==> src/utt_pkg.sv <==
// ----------------------------------------------------------------------------
// UTF-8 to UTF-16 transcoder package
// Shared payload types, decode action codes and UTF-16 constants.
// ----------------------------------------------------------------------------
`default_nettype none

package utt_pkg;

  // Input transfer payload: one UTF-8 byte and the end-of-string mark.
  typedef struct packed {
    logic [7:0] in_byte;
    logic       end_of_string;
  } byte_item_t;

  // Output transfer payload: one UTF-16 code unit with its flags.
  typedef struct packed {
    logic [15:0] utf16_unit;
    logic        last_of_run;
    logic        string_done;
    logic        was_substitute;
  } unit_item_t;

  // What the decoder decides for the byte at the head of the window.
  typedef enum logic [1:0] {
    ACT_STOP  = 2'd0,
    ACT_UNIT  = 2'd1,
    ACT_PAIR  = 2'd2,
    ACT_SUBST = 2'd3
  } act_kind_t;

  typedef struct packed {
    act_kind_t   kind;
    logic [15:0] unit_hi;
    logic [15:0] unit_lo;
    logic [2:0]  consume;
  } act_t;

  localparam logic [15:0] SUBST_UNIT   = 16'h0023;
  localparam logic [20:0] SUPP_BASE    = 21'h10000;
  localparam logic [15:0] HI_SURR_BASE = 16'hD800;
  localparam logic [15:0] LO_SURR_BASE = 16'hDC00;
  localparam logic [9:0]  SURR_MASK    = 10'h3FF;

  localparam int unsigned WIN_DEPTH = 4;

endpackage : utt_pkg

`default_nettype wire

==> src/utt_decode.sv <==
// ----------------------------------------------------------------------------
// UTF-8 sequence decoder
// Looks at the head of the byte window and decides one step: emit a unit,
// emit a surrogate pair, emit a substitute, or stop and wait for more bytes.
// ----------------------------------------------------------------------------
`default_nettype none

module utt_decode
  import utt_pkg::*;
(
  input  wire logic [7:0] win [WIN_DEPTH],
  input  wire logic [2:0] fill,
  input  wire logic       end_seen,
  output act_t            act
);

  // Sequence length taken from the lead byte; 0 is a continuation, 5 invalid.
  function automatic logic [2:0] lead_len(input logic [7:0] b);
    logic [2:0] seq_len;
    if (b[7] == 1'b0)            seq_len = 3'd1;
    else if (b[6] == 1'b0)       seq_len = 3'd0;
    else if (b[5] == 1'b0)       seq_len = 3'd2;
    else if (b[4] == 1'b0)       seq_len = 3'd3;
    else if (b[3] == 1'b0)       seq_len = 3'd4;
    else                         seq_len = 3'd5;
    return seq_len;
  endfunction

  logic [2:0]  len;
  logic [2:0]  chk;
  logic        bad;
  logic [20:0] cp;
  logic [20:0] adj;

  always_comb begin
    len = lead_len(win[0]);
    chk = (fill < len) ? fill : len;
    bad = 1'b0;
    for (int j = 1; j < WIN_DEPTH; j++) begin
      if ((3'(j) < chk) && (win[j][7:6] != 2'b10)) bad = 1'b1;
    end

    unique case (len)
      3'd2:    cp = {10'd0, win[0][4:0], win[1][5:0]};
      3'd3:    cp = {5'd0, win[0][3:0], win[1][5:0], win[2][5:0]};
      default: cp = {win[0][2:0], win[1][5:0], win[2][5:0], win[3][5:0]};
    endcase
    adj = cp - SUPP_BASE;

    act.kind    = ACT_STOP;
    act.unit_hi = SUBST_UNIT;
    act.unit_lo = LO_SURR_BASE + {6'd0, adj[9:0] & SURR_MASK};
    act.consume = 3'd1;

    if (fill == 3'd0) begin
      act.kind = ACT_STOP;
    end else if (len == 3'd1) begin
      act.kind    = ACT_UNIT;
      act.unit_hi = {8'd0, win[0]};
    end else if ((len == 3'd0) || (len == 3'd5)) begin
      act.kind = ACT_SUBST;
    end else if (bad || ((fill < len) && end_seen)) begin
      act.kind = ACT_SUBST;
    end else if (fill < len) begin
      act.kind = ACT_STOP;
    end else begin
      act.consume = len;
      if (cp[20:16] != 5'd0) begin
        act.kind    = ACT_PAIR;
        act.unit_hi = HI_SURR_BASE + {5'd0, adj[20:10]};
      end else begin
        act.kind    = ACT_UNIT;
        act.unit_hi = cp[15:0];
      end
    end
  end

endmodule : utt_decode

`default_nettype wire

==> src/utf8_to_utf16_transcoder.sv <==
// ----------------------------------------------------------------------------
// UTF-8 to UTF-16 transcoder
// Streams UTF-8 bytes in and UTF-16 code units out, with '#' substitutes.
// ----------------------------------------------------------------------------
// The block takes one UTF-8 byte per input transfer and works on it alone:
// byte_ready is high only while the sequencer is idle. The byte is appended
// to a four-byte window that also holds up to three bytes of an unfinished
// sequence. A single decoder then looks at the head of the window once per
// cycle while the output is not stalled, and each look either produces one
// code unit (the high half of a surrogate pair is followed by a separate step
// for the low half) or ends the scan. A byte can cause from zero to four code
// units. The last unit of each scan is held back until the scan ends so that
// it can be marked with last_of_run, and with string_done when the byte
// carried end_of_string. A result register sits on the output, so a finished
// unit may wait for unit_ready while the next byte is already accepted.
// Malformed input never blocks: a lead byte without its continuation bytes
// becomes '#', only that lead is dropped, and the bytes behind it are decoded
// again. After a byte marked end_of_string the window is always empty.
// ----------------------------------------------------------------------------
`default_nettype none

module utf8_to_utf16_transcoder
  import utt_pkg::*;
(
  input  wire logic       clk,
  input  wire logic       rst,
  input  wire logic       byte_valid,
  output logic            byte_ready,
  input  wire byte_item_t byte_item,
  output logic            unit_valid,
  input  wire logic       unit_ready,
  output unit_item_t      unit_item
);

  // Sequencer states.
  typedef enum logic [2:0] {
    ST_IDLE = 3'b001,
    ST_SCAN = 3'b010,
    ST_SURR = 3'b100
  } state_t;

  state_t      state;
  state_t      state_next;

  // Byte window: entries below fill are meaningful, the rest are don't-care.
  logic [7:0]  win [WIN_DEPTH];
  logic [2:0]  fill;
  logic        end_seen;

  // The most recent unit, held until we know whether it ends the run.
  logic        hold_valid;
  logic [15:0] hold_unit;
  logic        hold_sub;

  // Low surrogate waiting for its turn.
  logic [15:0] lo_unit;

  act_t        act;
  logic        out_free;
  logic        push;
  logic        push_last;
  logic        take_new;
  logic [15:0] new_unit;
  logic        new_sub;
  logic        byte_xfer;

  utt_decode u_decode (
    .win      (win),
    .fill     (fill),
    .end_seen (end_seen),
    .act      (act)
  );

  assign byte_ready = (state == ST_IDLE);
  assign byte_xfer  = byte_valid && byte_ready;
  assign out_free   = !unit_valid || unit_ready;

  // Decide what happens to the held unit and whether a new one is taken.
  // A new unit may replace the held one only when the held one can leave.
  always_comb begin
    state_next = state;
    push       = 1'b0;
    push_last  = 1'b0;
    take_new   = 1'b0;
    new_unit   = act.unit_hi;
    new_sub    = (act.kind == ACT_SUBST);
    unique case (state)
      ST_IDLE: begin
        if (byte_xfer) state_next = ST_SCAN;
      end
      ST_SCAN: begin
        if (act.kind == ACT_STOP) begin
          // End of the scan: the held unit, if any, is the last of the run.
          if (!hold_valid) begin
            state_next = ST_IDLE;
          end else if (out_free) begin
            push       = 1'b1;
            push_last  = 1'b1;
            state_next = ST_IDLE;
          end
        end else if (!hold_valid || out_free) begin
          push     = hold_valid;
          take_new = 1'b1;
          if (act.kind == ACT_PAIR) state_next = ST_SURR;
        end
      end
      ST_SURR: begin
        new_unit = lo_unit;
        new_sub  = 1'b0;
        if (out_free) begin
          push       = 1'b1;
          take_new   = 1'b1;
          state_next = ST_SCAN;
        end
      end
      default: state_next = ST_IDLE;
    endcase
  end

  // Control registers.
  always_ff @(posedge clk) begin
    if (rst) begin
      state      <= ST_IDLE;
      fill       <= 3'd0;
      hold_valid <= 1'b0;
      unit_valid <= 1'b0;
    end else begin
      state <= state_next;
      if (byte_xfer) begin
        fill <= fill + 3'd1;
      end else if (state == ST_SCAN && take_new) begin
        fill <= fill - act.consume;
      end
      if (take_new)       hold_valid <= 1'b1;
      else if (push_last) hold_valid <= 1'b0;
      if (push)           unit_valid <= 1'b1;
      else if (unit_ready) unit_valid <= 1'b0;
    end
  end

  // Payload registers: the window shifts left by the bytes a step consumes.
  always_ff @(posedge clk) begin
    if (byte_xfer) begin
      win[fill[1:0]] <= byte_item.in_byte;
      end_seen       <= byte_item.end_of_string;
    end else if (state == ST_SCAN && take_new) begin
      for (int i = 0; i < WIN_DEPTH; i++) begin
        if ((3'(i) + act.consume) < 3'(WIN_DEPTH)) begin
          win[i] <= win[2'(3'(i) + act.consume)];
        end
      end
    end
    if (state == ST_SCAN && take_new) lo_unit <= act.unit_lo;
    if (take_new) begin
      hold_unit <= new_unit;
      hold_sub  <= new_sub;
    end
    if (push) begin
      unit_item.utf16_unit     <= hold_unit;
      unit_item.last_of_run    <= push_last;
      unit_item.string_done    <= push_last && end_seen;
      unit_item.was_substitute <= hold_sub;
    end
  end

  // A finished scan never leaves more than three bytes behind.
  assert property (@(posedge clk) disable iff (rst)
    (state == ST_IDLE) |-> (fill <= 3'd3))
    else $error("window holds more than three bytes while idle");

  // Once a string has ended, the scan stops only with an empty window.
  assert property (@(posedge clk) disable iff (rst)
    (state == ST_SCAN && act.kind == ACT_STOP && end_seen) |-> (fill == 3'd0))
    else $error("bytes left pending after end of string");

  // The held unit is always sent out before a new byte is taken.
  assert property (@(posedge clk) disable iff (rst)
    (state == ST_IDLE) |-> !hold_valid)
    else $error("unit still held while idle");

  // The low surrogate follows its high half without a scan in between.
  assert property (@(posedge clk) disable iff (rst)
    (state == ST_SCAN && act.kind == ACT_PAIR && take_new) |=> (state == ST_SURR))
    else $error("surrogate pair split");

endmodule : utf8_to_utf16_transcoder

`default_nettype wire
==> config.mk <==
export PLATFORM = sky130hd
export DESIGN_NAME = utf8_to_utf16_transcoder
export DESIGN_NICKNAME = d
export VERILOG_FILES = /design/src/utt_pkg.sv /design/src/utt_decode.sv /design/src/utf8_to_utf16_transcoder.sv
export SDC_FILE = /design/constraint.sdc
export NUM_CORES = 1
export LEC_CHECK = 0
export ABC_AREA = 1
export CELL_PAD_IN_SITES_DETAIL_PLACEMENT = 1
export CELL_PAD_IN_SITES_GLOBAL_PLACEMENT = 2
export CORE_MARGIN = 2
export CORE_UTILIZATION = 45
export CTS_BUF_LIST = sky130_fd_sc_hd__clkbuf_8
export DETAILED_ROUTE_END_ITERATION = 12
export DONT_BUFFER_PORTS = 1
export PLACE_DENSITY = 0.9
export SYNTH_ARGS = -nofsm -noshare
export SYNTH_HDL_FRONTEND = slang
export SYNTH_SLANG_ARGS = --single-unit
==> constraint.sdc <==
create_clock -name clk -period 6.1 [get_ports clk]
set_input_delay 1.22 -clock clk [delete_from_list [all_inputs] [get_ports clk]]
set_output_delay 1.22 -clock clk [all_outputs]
set_load 0.01 [all_outputs]
* Yosys cells after proc, flatten, opt, wreduce, memory -nomap -nowiden *
Index checks and enable logic that the tools add are counted.

storage, ports and cells
  register bits after elaboration = 93

cells by class
  muxes and demuxes = 71
  $lt $le $gt $ge = 14
  bitwise logic cells = 5
  add/sub/neg operators = 8
  reduce and logical (&&, ||, !) cells = 30
  equal/unequal tests = 17

operator list
  kind                      number
  $mux W8                   13
  $mux W16                  5
  $bmux W8 S2               4
  $mux W32                  2
  $mux W3                   19
  $pmux W21 S2              1
  $mux W18                  2
  $bwmux W32                1
  $sub A21 B17 Y21 const B  1
  $add A15 B11 Y16 const A  1
  $add A15 B12 Y16 const A  1
  $demux W8 S2              1
  $mux W1                   16
  $ge A3 B3 Y1 const B      5
  $not A2 Y3                5
  $reduce_bool A2 Y1        7
  $lt A3 B3 Y1 const B      4
  $eq A3 B2 Y1 const B      3
  $pmux W3 S3               1
  $logic_and A1 B1 Y1       8
  $mux W2                   4
  $ne A2 B2 Y1 const B      4
  $reduce_and A2 Y1         4
  $add A2 B3 Y3 const A     2
  20 further kinds          31

* Longest topological paths before layout *
Gate-level depths: netlist of run 1.

  word-level depth = 25
  gate-level depth with buffers = 27
  depth with buffers taken out = 26

* Cells and area by module *
From an unflattened synthesis of run 1, not the netlist that was laid out.

second synthesis, totals
  cells, all modules = 652
  area, all modules = 5571.6 µm²

by module, submodules not included
  module                    times used  cells each  sequential area each (µm²)  area an instance (µm²)
  utf8_to_utf16_transcoder  1           436         2712.6                      4478.0
  utt_decode                1           216         0.0                         1093.5

* Least setup slack after synthesis of run 1 *
Ideal clock, no wire load.

  path type = flip-flop to flip-flop
  start point = register win[29] (netlist bit)
  end point = register win[0] (netlist bit) (enable)
  clock period less this slack = 3.854 ns
  stages on the path, launching flop included = 21
  setup time = 0.385 ns
  data arrival time = 3.468 ns
  path slack = 2.246 ns
  cells stage by stage = edfxtp_1 nand2_2 nor2_1 inv_1 ha_1 a21oi_1 nand2_4 nand2_1 nand3_1 nand2_1 nand2_2 nand2_4 nand2_4 nor3_4 nand2_4 buf_6 ha_1 inv_1 nand4_1 nand3_1 a21boi_0

between the ends
  longest elaborated chain between the ends = 21
  elaborated cells between the ends (all ways) = 44
  those cells by class = add/sub (1); order compare (5); eq/ne (4); mux (21); reduce/logical (13)

ends and longest elaborated chain
  what                                                                   line                             source
  start, declared                                                        utf8_to_utf16_transcoder.sv:46   logic [7:0] win [WIN_DEPTH];
  start signal, assigned by index                                        utf8_to_utf16_transcoder.sv:144  win[fill[1:0]] <= byte_item.in_byte;
  start signal, assigned by index                                        utf8_to_utf16_transcoder.sv:149  win[i] <= win[2'(3'(i) + act.consume)];
  $mux W3 *                                                              utt_decode.sv:22                 else if (b[5] == 1'b0) seq_len = 3'd2;
  $mux W3 *                                                              utt_decode.sv:21                 else if (b[6] == 1'b0) seq_len = 3'd0;
  $mux W3 *                                                              utt_decode.sv:20                 if (b[7] == 1'b0) seq_len = 3'd1;
  parallel branches: the longest is 17 deep, another holds $lt A3 B3 Y1  --
  $reduce_and A2 Y1 (no source line) *                                   --

Every way passes the cells marked *.
A chain may end at the register's enable or synchronous reset.

* Worst setup path after layout of run 1 *
  start point = register win[31] (netlist bit)
  end point = register fill[2]

between the ends
  longest elaborated chain between the ends = 18
  elaborated cells between the ends (all ways) = 41
  those cells by class = add/sub (1); order compare (4); eq/ne (4); mux (21); reduce/logical (11)

ends and longest elaborated chain
  what                                                                   line                             source
  $mux W3 *                                                              utt_decode.sv:20
  parallel branches: the longest is 17 deep, another holds $lt A3 B3 Y1  --
  end signal, assigned                                                   utf8_to_utf16_transcoder.sv:130  fill <= fill + 3'd1;
  end signal, assigned                                                   utf8_to_utf16_transcoder.sv:132  fill <= fill - act.consume;
  end, declared                                                          utf8_to_utf16_transcoder.sv:47   logic [2:0] fill;

Every way passes the cells marked *. The select of a mux whose other input is x is not followed.

==> results of run 1 <==
[logic make-up (layout without fill, tap and decap cells)]
logic type | Yosys count | in the layout | share of synthesized area, %
AO/OA/AOI/OAI | 129 | 129 | 16.8
XOR/XNOR | 3 | 3 | 0.506
adder cells (fa/ha/maj) | 9 | 9 | 2.31
buffers and inverters | 98 | 101 | 8.07
flip-flops | 87 | 87 | 48.7
AND/OR/NAND/NOR | 259 | 259 | 23.6
[cell usage after synthesis, types with 2 or more instances]
cell      count
a211oi_1      2
a21oi_1      19
a22o_1        4
a22oi_1       4
buf_2        10
buf_6         2
clkbuf_1      6
clkinv_2      2
dfxtp_1       8
edfxtp_1     79
ha_1          8
inv_1        68
inv_2         6
nand2_1     145
nand2_2       9
nand2_4       9
nand3_1      39
nand3_2       2
nand4_1       4
nor2_1       32
nor2_2        3
nor2_4        4
nor3_1        6
nor3_4        2
nor4_1        2
o211ai_1     18
o211ai_2      9
o21ai_0      35
o21ai_1       4
o221ai_1      5
o22ai_1      14
o31ai_1       4
o32ai_1       7
xor2_1        2
[worst register-to-register path, delay by kind of cell, from the launching register on]
family	cells	cell delay (ns)
flops	1	0.66
fa+ha+maj	3	1.10
simple gates	16	2.24
compound gates	1	0.30
buf+inv	3	0.28
[layer usage]
layer	track usage [%]	routed length [µm]	vias to the layer above
li1	-	-	2032
met1	32.2	6410	2125
met2	41.5	7180	124
met3	2.94	678	17
met4	7.08	231	0
met5	0	0	-
[layout make-up]
cell class,count,share of cell area (%)
clock buffer,9,2.26
inverter,78,5.47
multi-input combinational,400,41.0
tap,143,3.26
clock inverter,7,0.889
sequential,87,46.1
timing repair buffer,7,0.957
[how the worst min path moves through the flow]
stage	endpoint	cells after the start	startpoint
3_3_place_gp	unit_item[10]	0	hold_unit[7]
2_1_floorplan	unit_item[0]	0	hold_sub
3_5_place_dp	unit_item[14]	0	hold_unit[11]
5_1_grt	unit_item[16]	0	hold_unit[13]
6_report	unit_item[8]	0	hold_unit[5]
4_1_cts	unit_item[8]	0	hold_unit[5]
[sequential cells by signal, summed over array words and instances, names as in the netlist, 3 cells and up]
signal     flops
state          3
unit_item     19
win           32
hold_unit     16
fill           3
lo_unit       10
[placed cells by master, fill, tap and decap left out, types with 8 or more instances in the layout]
master / synthesis / final
nand2_1: 145 / 145
edfxtp_1: 79 / 79
inv_1: 68 / 69
nand3_1: 39 / 39
o21ai_0: 35 / 35
nor2_1: 32 / 32
a21oi_1: 19 / 18
o211ai_1: 18 / 18
o22ai_1: 14 / 14
nand2_2: 9 / 9
nand2_4: 9 / 9
o211ai_2: 9 / 9
clkbuf_8: 0 / 9
ha_1: 8 / 8
dfxtp_1: 8 / 8
[report_power, final]
group / internal (W) / switching (W)
Sequential: 0.000878 / 0.000127
Clock: 0.000148 / 0.000223
Combinational: 0.000449 / 0.00107
Total: 0.00147 / 0.00142
[metrics by stage]
stage               area [µm²]  worst slack (ns)  std cells  util (%)
finish                    5490              1.40        731      48.5
floorplan                 5190              2.25        585         -
detailed placement        5320              1.44        715      47.0
CTS                       5490              1.41        731      48.5
global route              5490             0.980        731      48.5
global placement          5320              1.66        715      47.0
==> metrics, run 1 <==
All-Layer GR Usage 24.1%; Pre-Repair DR Iteration Count 6; first-pass GRT wire length 23600 µm; FF/Latch Area around 2500 µm²; slew margin rel. 30.6%; Worst Setup EP fill[2]; sequential element share of the synthesized area a little under 50%; P_leak approximately 2.2 nW; Port Buffers 0; Die Wd 111 µm; Worst Tran Pin Value 1.04 ns; reg2reg start win[31]; post-cts sizing count 0; Final Max Tran Viols 0; die area 12400 µm²; Post-CTS Setup Inserts 0; clk buf depth 2; pin count of the biggest net entering global routing between 60 and 70; FILL cells between 1000 and 1500; synthesized flop and latch total 87; critical path, cell by cell nand2_2, nor2_4, inv_2, ha_1, a21oi_1, nand2_4, nand2_1, nand3_1, nand2_1, nand2_2, nand2_4, nand2_4, nor3_4, nand2_4, ha_1, nand2_1, fa_1, inv_1, nand4_1, nand3_1, nand2_1, inv_1, nor2_1; clk sinks between 80 and 90; gr ovfl total 0; syn nets roughly 610; RSZ-0062 raised after global routing false; DR vias/cell 5.88; slowest stage delay, CP 0.66 ns; Synth Cell Area 5190 µm²; Required @ worst endpoint 6.38 ns; r2r worst-path depth 23; slowest CP cell edfxtp_1; proportion of layout cells with a drive suffix above 1 between 10% and 20%; Syn Inst Count 585; EDFF count, synth 79; Ys Warns 0; final hold vios 0; Setup TNS 0 ns; Residual DRC 0; CTS tree yes; Clock Latency Late Sink 0.38 ns; Final Critical Period around 4.7 ns; Crit. End Element flip-flop; top post-synthesis cells by area edfxtp_1 46%, nand2_1 10%, inv_1 4.9%, nand3_1 3.8%, o21ai_0 3.4%; crit path DAT around 5 ns; flop2flop setup slack roughly 1.4 ns; vias post-DR about 4300; average routed wire per standard cell between 15 and 20 µm; number of inserted diodes 0; HP Class flip-flop to flip-flop; Root Driver clkbuf_8; nets 605; vias in the first global route ~4400; final WL approximately 14000 µm; area leader, netlist edfxtp_1; gpl congestion 0.912; Critical path origin win[31]; DRT iter0 DRCs ~290; num rows 39; FFs w/ async S/R, synth 0%; worst reg2reg endpoint fill[2]; Yosys cell types 46; share of the synthesized area in the top cell type between 40% and 50%; Antenna Nets Post-Route 0; final period utilization around three quarters; initial core utilization a little under half; die height around 110 µm; maximum VDD drop 205 µV; Peak Freq approximately 210 MHz; critical path's top delay family simple AND/OR/NAND/NOR gates; startpoint types flip-flop; CTS Buf Count 9; status complete, no violations; overall power between 0.002 and 0.003 W; syn_area_per_cell between 8 and 9 µm²; critical path type flip-flop to flip-flop; highest fanout seen on the critical path 20; CTS clock-pin slew for the worst setup and hold paths 0.09 ns; Area growth syn-to-layout 5.66%; antenna violations before repair 0; CTS hold repair buffers 0; Core Region around 11000 µm²; I/O pin count 34; DPL Wire Length ~11000 µm; Fin Clk Skew 0.0102 ns; Critical Path Stages 23; Final setup viols 0; Bufs and invs on worst path 3; ys flop type edfxtp_1; maximum capacitance violations 0; Fin Hold WS ~0.43 ns; H-tree depth 3; pwr dens around 530 nW/µm²; area of the multi-input gates between 2000 and 2500 µm²
(Power assumes the default switching activity.)
==> inputs of run 2 (changes only) <==
--- a/config.mk
+++ b/config.mk
@@ -9,11 +9,11 @@
 export CELL_PAD_IN_SITES_DETAIL_PLACEMENT = 1
 export CELL_PAD_IN_SITES_GLOBAL_PLACEMENT = 2
 export CORE_MARGIN = 2
-export CORE_UTILIZATION = 45
+export CORE_UTILIZATION = 41
 export CTS_BUF_LIST = sky130_fd_sc_hd__clkbuf_8
 export DETAILED_ROUTE_END_ITERATION = 12
 export DONT_BUFFER_PORTS = 1
-export PLACE_DENSITY = 0.9
+export PLACE_DENSITY = 0.84
 export SYNTH_ARGS = -nofsm -noshare
 export SYNTH_HDL_FRONTEND = slang
 export SYNTH_SLANG_ARGS = --single-unit
==> constraint.sdc (replaced) <==
create_clock -name clk -period 4.5 [get_ports clk]
set_input_delay 0.9 -clock clk [delete_from_list [all_inputs] [get_ports clk]]
set_output_delay 0.9 -clock clk [all_outputs]
set_load 0.01 [all_outputs]
==> metrics, run 2 (synthesis results as in run 1) <==
Port Buffers 0; flop2flop setup slack roughly 0.37 ns; pin count of the biggest net entering global routing 62; RSZ-0062 raised after global routing false; maximum VDD drop 231 µV; CTS clock-pin slew for the worst setup and hold paths about 0.10 ns; Clock Latency Late Sink between 0.3 and 0.4 ns; worst reg2reg endpoint win[16]; Pre-Repair DR Iteration Count 4; Antenna Nets Post-Route 0; initial core utilization between 40 and 50%; DRT iter0 DRCs around 340; first-pass GRT wire length roughly 23000 µm; Die Wd between 100 and 150 µm; Top reg by flops win; critical path, cell by cell nand2_2, nor2_1, inv_1, ha_1, a21oi_1, nand2_4, o21ai_1, inv_1, nand2_4, nor3_4, nand2_4, buf_4, clkinv_4, ha_1, xnor2_1, o21ai_0, nand2_1, inv_1; reg2reg start win[29]; pwr dens a little over 700 nW/µm²; clk sinks slightly below 90; gr ovfl total 0; Final setup viols 0; highest fanout seen on the critical path 16; antenna violations before repair 0; vias in the first global route around 4100; Root Driver clkbuf_8; CTS tree yes; dpl cells 748; final WL around 14000 µm; Worst Hold Launch hold_unit[2]; final hold vios 0; Fin Hold WS about 0.42 ns; proportion of layout cells with a drive suffix above 1 between 10 and 15%; P_leak 2.24 nW; crit path DAT about 4.2 ns; Peak Freq around 240 MHz; slowest stage delay, CP approximately 0.53 ns; number of flip-flops under the largest register name 32; most common cell after layout, fill and taps aside nand2_1; I/O pin count 34; Residual DRC 0; slowest CP cell edfxtp_1; HP Class flip-flop to flip-flop; DR vias/cell between 5 and 6; Hold EP unit_item[5]; Fin Clk Skew roughly 0.012 ns; final period utilization around nine tenths; vias post-DR ~4200; Final Max Tran Viols 0; maximum capacitance violations 0; Finished Layout Cells 765; slew margin rel. 37.6%; Setup TNS 0 ns; CTS hold repair buffers 0; hold depth 0; status complete, no violations; clk buf depth 2; startpoint types flip-flop; Area growth syn-to-layout 7.20%; r2r worst-path depth 18; num rows 41; DPL Wire Length between 10000 and 15000 µm; number of inserted diodes 0; critical path type flip-flop to flip-flop; Required @ worst endpoint approximately 4.6 ns; Crit. End Element flip-flop; average routed wire per standard cell approximately 19 µm; biggest regs win x32, unit_item x19, hold_unit x16; gpl congestion 0.871; H-tree depth 3; Core Region ~13000 µm²; nets 610; CTS Buf Count 9; Final Critical Period 4.13 ns; All-Layer GR Usage between 20% and 30%; die area about 14000 µm²; most frequent cells in the layout 145 x nand2_1, 79 x edfxtp_1, 68 x inv_1; die height 117 µm; Worst Tran Pin Value 0.936 ns
## run 2: changes by cell type in the layout (fill, tap and decap cells not counted), sizes merged
| cell | before | now |
|---|---|---|
| buf | 7 | 12 |
## run 2: through the flow
| stage | total power [W] | utilization (%) | setup slack [ns] | instance area, µm² |
|---|---|---|---|---|
| finish | 0.00395 | 44.5 | 0.372 | 5570 |
| global route | 0.00426 | 44.5 | 0.0286 | 5570 |
| CTS | 0.00396 | 44.4 | 0.222 | 5560 |
| detailed placement | 0.00344 | 43.0 | 0.251 | 5380 |
| global placement | 0.00337 | 43.0 | 0.364 | 5380 |
| floorplan | 0.00287 | - | 0.646 | 5190 |
## run 2: repair_timing
item | 4_1_cts | 5_1_grt
buffers inserted | 0 | 1
hold endpoints to repair | 0 | 0
endpoints found under the setup margin | 0 | 24
resized for setup | 0 | 1
## run 2: worst max-delay path, delay by kind of cell (launching register included)
kind	cells	cell delay, ns
adder cells (fa/ha/maj)	2	0.55
XOR/XNOR	1	0.13
flip-flops	1	0.53
buffers and inverters	5	0.99
AO/OA/AOI/OAI	3	0.73
AND/OR/NAND/NOR	7	0.87
## run 2: worst max-delay path by stage
stage	from	endpoint	slack, ns
final	win[29]	win[16]	0.37
after global routing	win[29]	win[21]	0.03
after CTS	win[31]	win[22]	0.22
after detailed placement	win[31]	win[22]	0.25
after global placement	win[31]	win[19]	0.36
after floorplan	win[29]	win[0]	0.65
## run 2: cell type report
class                   count  area, µm²
fillers                  1474       6950
flip-flops and latches     87       2530
multi-input cells         400       2250
inverters                  78        300
well taps                 172        215
clock buffers               9        124
repair buffers             12       90.1
clock inverters             7       57.6
## run 2: power by group
group | internal, W | switching, W | leakage (nW)
logic | 0.000626 | 0.00145 | 1.36
clock network | 0.000207 | 0.000313 | 0.0877
registers | 0.00119 | 0.000160 | 0.790
total | 0.00202 | 0.00192 | 2.24
## run 2: routing by layer
| metal | part of all wire, % | GRT usage, % | vias up |
|---|---|---|---|
| li1 | - | - | 2041 |
| met3 | 3.5 | 3.43 | 13 |
| met5 | 0 | 0 | - |
| met4 | 1.4 | 6.90 | 0 |
| met1 | 46 | 29.9 | 2051 |
| met2 | 49 | 37.4 | 84 |
==> inputs of run 3 (changes only) <==
--- a/config.mk
+++ b/config.mk
@@ -13,6 +13,8 @@
 export CTS_BUF_LIST = sky130_fd_sc_hd__clkbuf_8
 export DETAILED_ROUTE_END_ITERATION = 12
 export DONT_BUFFER_PORTS = 1
+export GPL_ROUTABILITY_DRIVEN = 0
+export MAX_ROUTING_LAYER = met4
 export PLACE_DENSITY = 0.84
 export SYNTH_ARGS = -nofsm -noshare
 export SYNTH_HDL_FRONTEND = slang
==> metrics, run 3 (synthesis results as in run 1) <==
DR vias/cell 5.58; final hold vios 0; crit path DAT about 4.2 ns; slew margin rel. ~33%; All-Layer GR Usage between 20% and 30%; critical path type flip-flop to flip-flop; Antenna Nets Post-Route 0; Peak Freq ~240 MHz; Psw around 0.0019 W; P_leak 2.27 nW; Final Util between 40 and 50%; r2r worst-path depth 18; setup ws final around 0.38 ns; initial core utilization around two fifths; combinational power share about 51%; DPL Wire Length between 10000 and 15000 µm; RSZ-0062 raised after global routing false; Crit. End Element flip-flop; clk sinks 87; most frequent cells in the layout 145 x nand2_1, 79 x edfxtp_1, 68 x inv_1; num rows between 40 and 50; most common cell after layout, fill and taps aside nand2_1; die area 13600 µm²; average routed wire per standard cell around 19 µm; startpoint types flip-flop; die height between 100 and 150 µm; Final Critical Period between 4 and 5 ns; status complete, no violations; CTS clock-pin slew for the worst setup and hold paths ~0.090 ns; proportion of layout cells with a drive suffix above 1 ~13%; reg2reg start win[29]; DRT iter0 DRCs 370; final WL around 14000 µm; post-placement setup slack approximately 0.29 ns; Die Wd approximately 120 µm; clk buf depth 2; Seq pwr share ~33%; highest fanout seen on the critical path 16; H-tree depth 3; antenna violations before repair 0; Required @ worst endpoint about 4.6 ns; vias post-DR ~4300; gr ovfl total 0; Internal ~0.0021 W; Final Max Tran Viols 0; CTS hold repair buffers 0; Area growth syn-to-layout 8.16%; Top reg by flops win; first-pass GRT wire length roughly 23000 µm; Critical path origin win[29]; Sw Ratio between 40% and 50%; nets 611; number of inserted diodes 0; Port Buffers 0; I/O pin count 34; number of flip-flops under the largest register name 32; CTS tree yes; dpl cells about 750; Worst Tran Pin Value ~1 ns; pin count of the biggest net entering global routing between 60 and 70; Clock power frac between 10% and 20%; HP Class flip-flop to flip-flop; worst reg2reg endpoint win[20]; biggest regs win x32, unit_item x19, hold_unit x16; Finished Layout Cells roughly 770; Clock Latency Late Sink about 0.38 ns; hold depth 0; CTS Buf Count 9; final period utilization ~90%; Pre-Repair DR Iteration Count 4; flop2flop setup slack around 0.38 ns; Worst Setup EP win[20]; Root Driver clkbuf_8; Final setup viols 0; pwr dens ~720 nW/µm²; Fin Clk Skew 0.00799 ns; Setup TNS 0 ns; vias in the first global route between 4000 and 5000; Core Region 12500 µm²; maximum VDD drop roughly 240 µV; maximum capacitance violations 0; Residual DRC 0
[run 3: changes by cell type in the layout (fill, tap and decap cells not counted)]
cell	previous run	this run
buf_4	12	13
bufinv_16	0	2
clkinv_4	3	2
clkinvlp_4	2	0
inv_6	1	2
nor2_1	31	32
nor2_2	4	3
[run 3: routing by layer]
layer | track usage, % | wire (µm)
met5 | - | 0
met4 | 7.84 | 255
met3 | 3.37 | 430
met2 | 36.7 | 6970
met1 | 30.4 | 6780
[run 3: layout make-up]
| type | count | area (µm²) |
|---|---|---|
| Clock buffer | 9 | 124 |
| Fill cell | 1474 | 6900 |
| Inverter | 78 | 300 |
| Multi-Input combinational cell | 400 | 2250 |
| Timing Repair Buffer | 13 | 97.6 |
| Clock inverter | 7 | 103 |
| Tap cell | 172 | 215 |
| Sequential cell | 87 | 2530 |
[run 3: power groups by stage]
| stage | sequential [W] | combinational [W] | clock [W] |
|---|---|---|---|
| 3_5_place_dp | 0.00138 | 0.00205 | 0 |
| 3_3_place_gp | 0.00136 | 0.00197 | 0 |
| 4_1_cts | 0.00136 | 0.00206 | 0.000648 |
| 2_1_floorplan | 0.00130 | 0.00157 | 0 |
| 6_report | 0.00135 | 0.00208 | 0.000639 |
| 5_1_grt | 0.00138 | 0.00232 | 0.000680 |
[run 3: per-stage QoR]
| step | area [µm²] | hold WS (ns) | power (W) |
|---|---|---|---|
| final | 5620 | 0.427 | 0.00407 |
| after global placement | 5380 | 0.402 | 0.00334 |
| after global routing | 5620 | 0.439 | 0.00438 |
| after CTS | 5600 | 0.428 | 0.00406 |
| after floorplan | 5190 | 0.400 | 0.00287 |
| after detailed placement | 5380 | 0.406 | 0.00343 |
[run 3: what timing repair did]
action                     CTS  global route
setup endpoints to repair    0            16
resized for setup            0             0
setup buffers                0             2
[run 3: critical path, stage by stage, from the launching register on]
cell and delay [ns]:
edfxtp_1 0.53, nand2_2 0.15, nor2_1 0.17, inv_1 0.06, ha_1 0.28, a21oi_1 0.33, nand2_4 0.12, o21ai_1 0.22
inv_1 0.15, nand2_4 0.18, nor3_4 0.09, nand2_4 0.07, buf_4 0.26, clkinv_4 0.21, ha_1 0.26, xnor2_1 0.13
o21ai_0 0.17, nand2_1 0.07, inv_1 0.31
[run 3: how the worst min path moves through the flow]
stage	from	end	slack, ns
global placement	hold_unit[1]	unit_item[4]	0.40
global route	hold_unit[14]	unit_item[17]	0.44
CTS	hold_unit[14]	unit_item[17]	0.43
detailed placement	hold_unit[14]	unit_item[17]	0.41
finish	hold_sub	unit_item[0]	0.43
floorplan	hold_sub	unit_item[0]	0.40
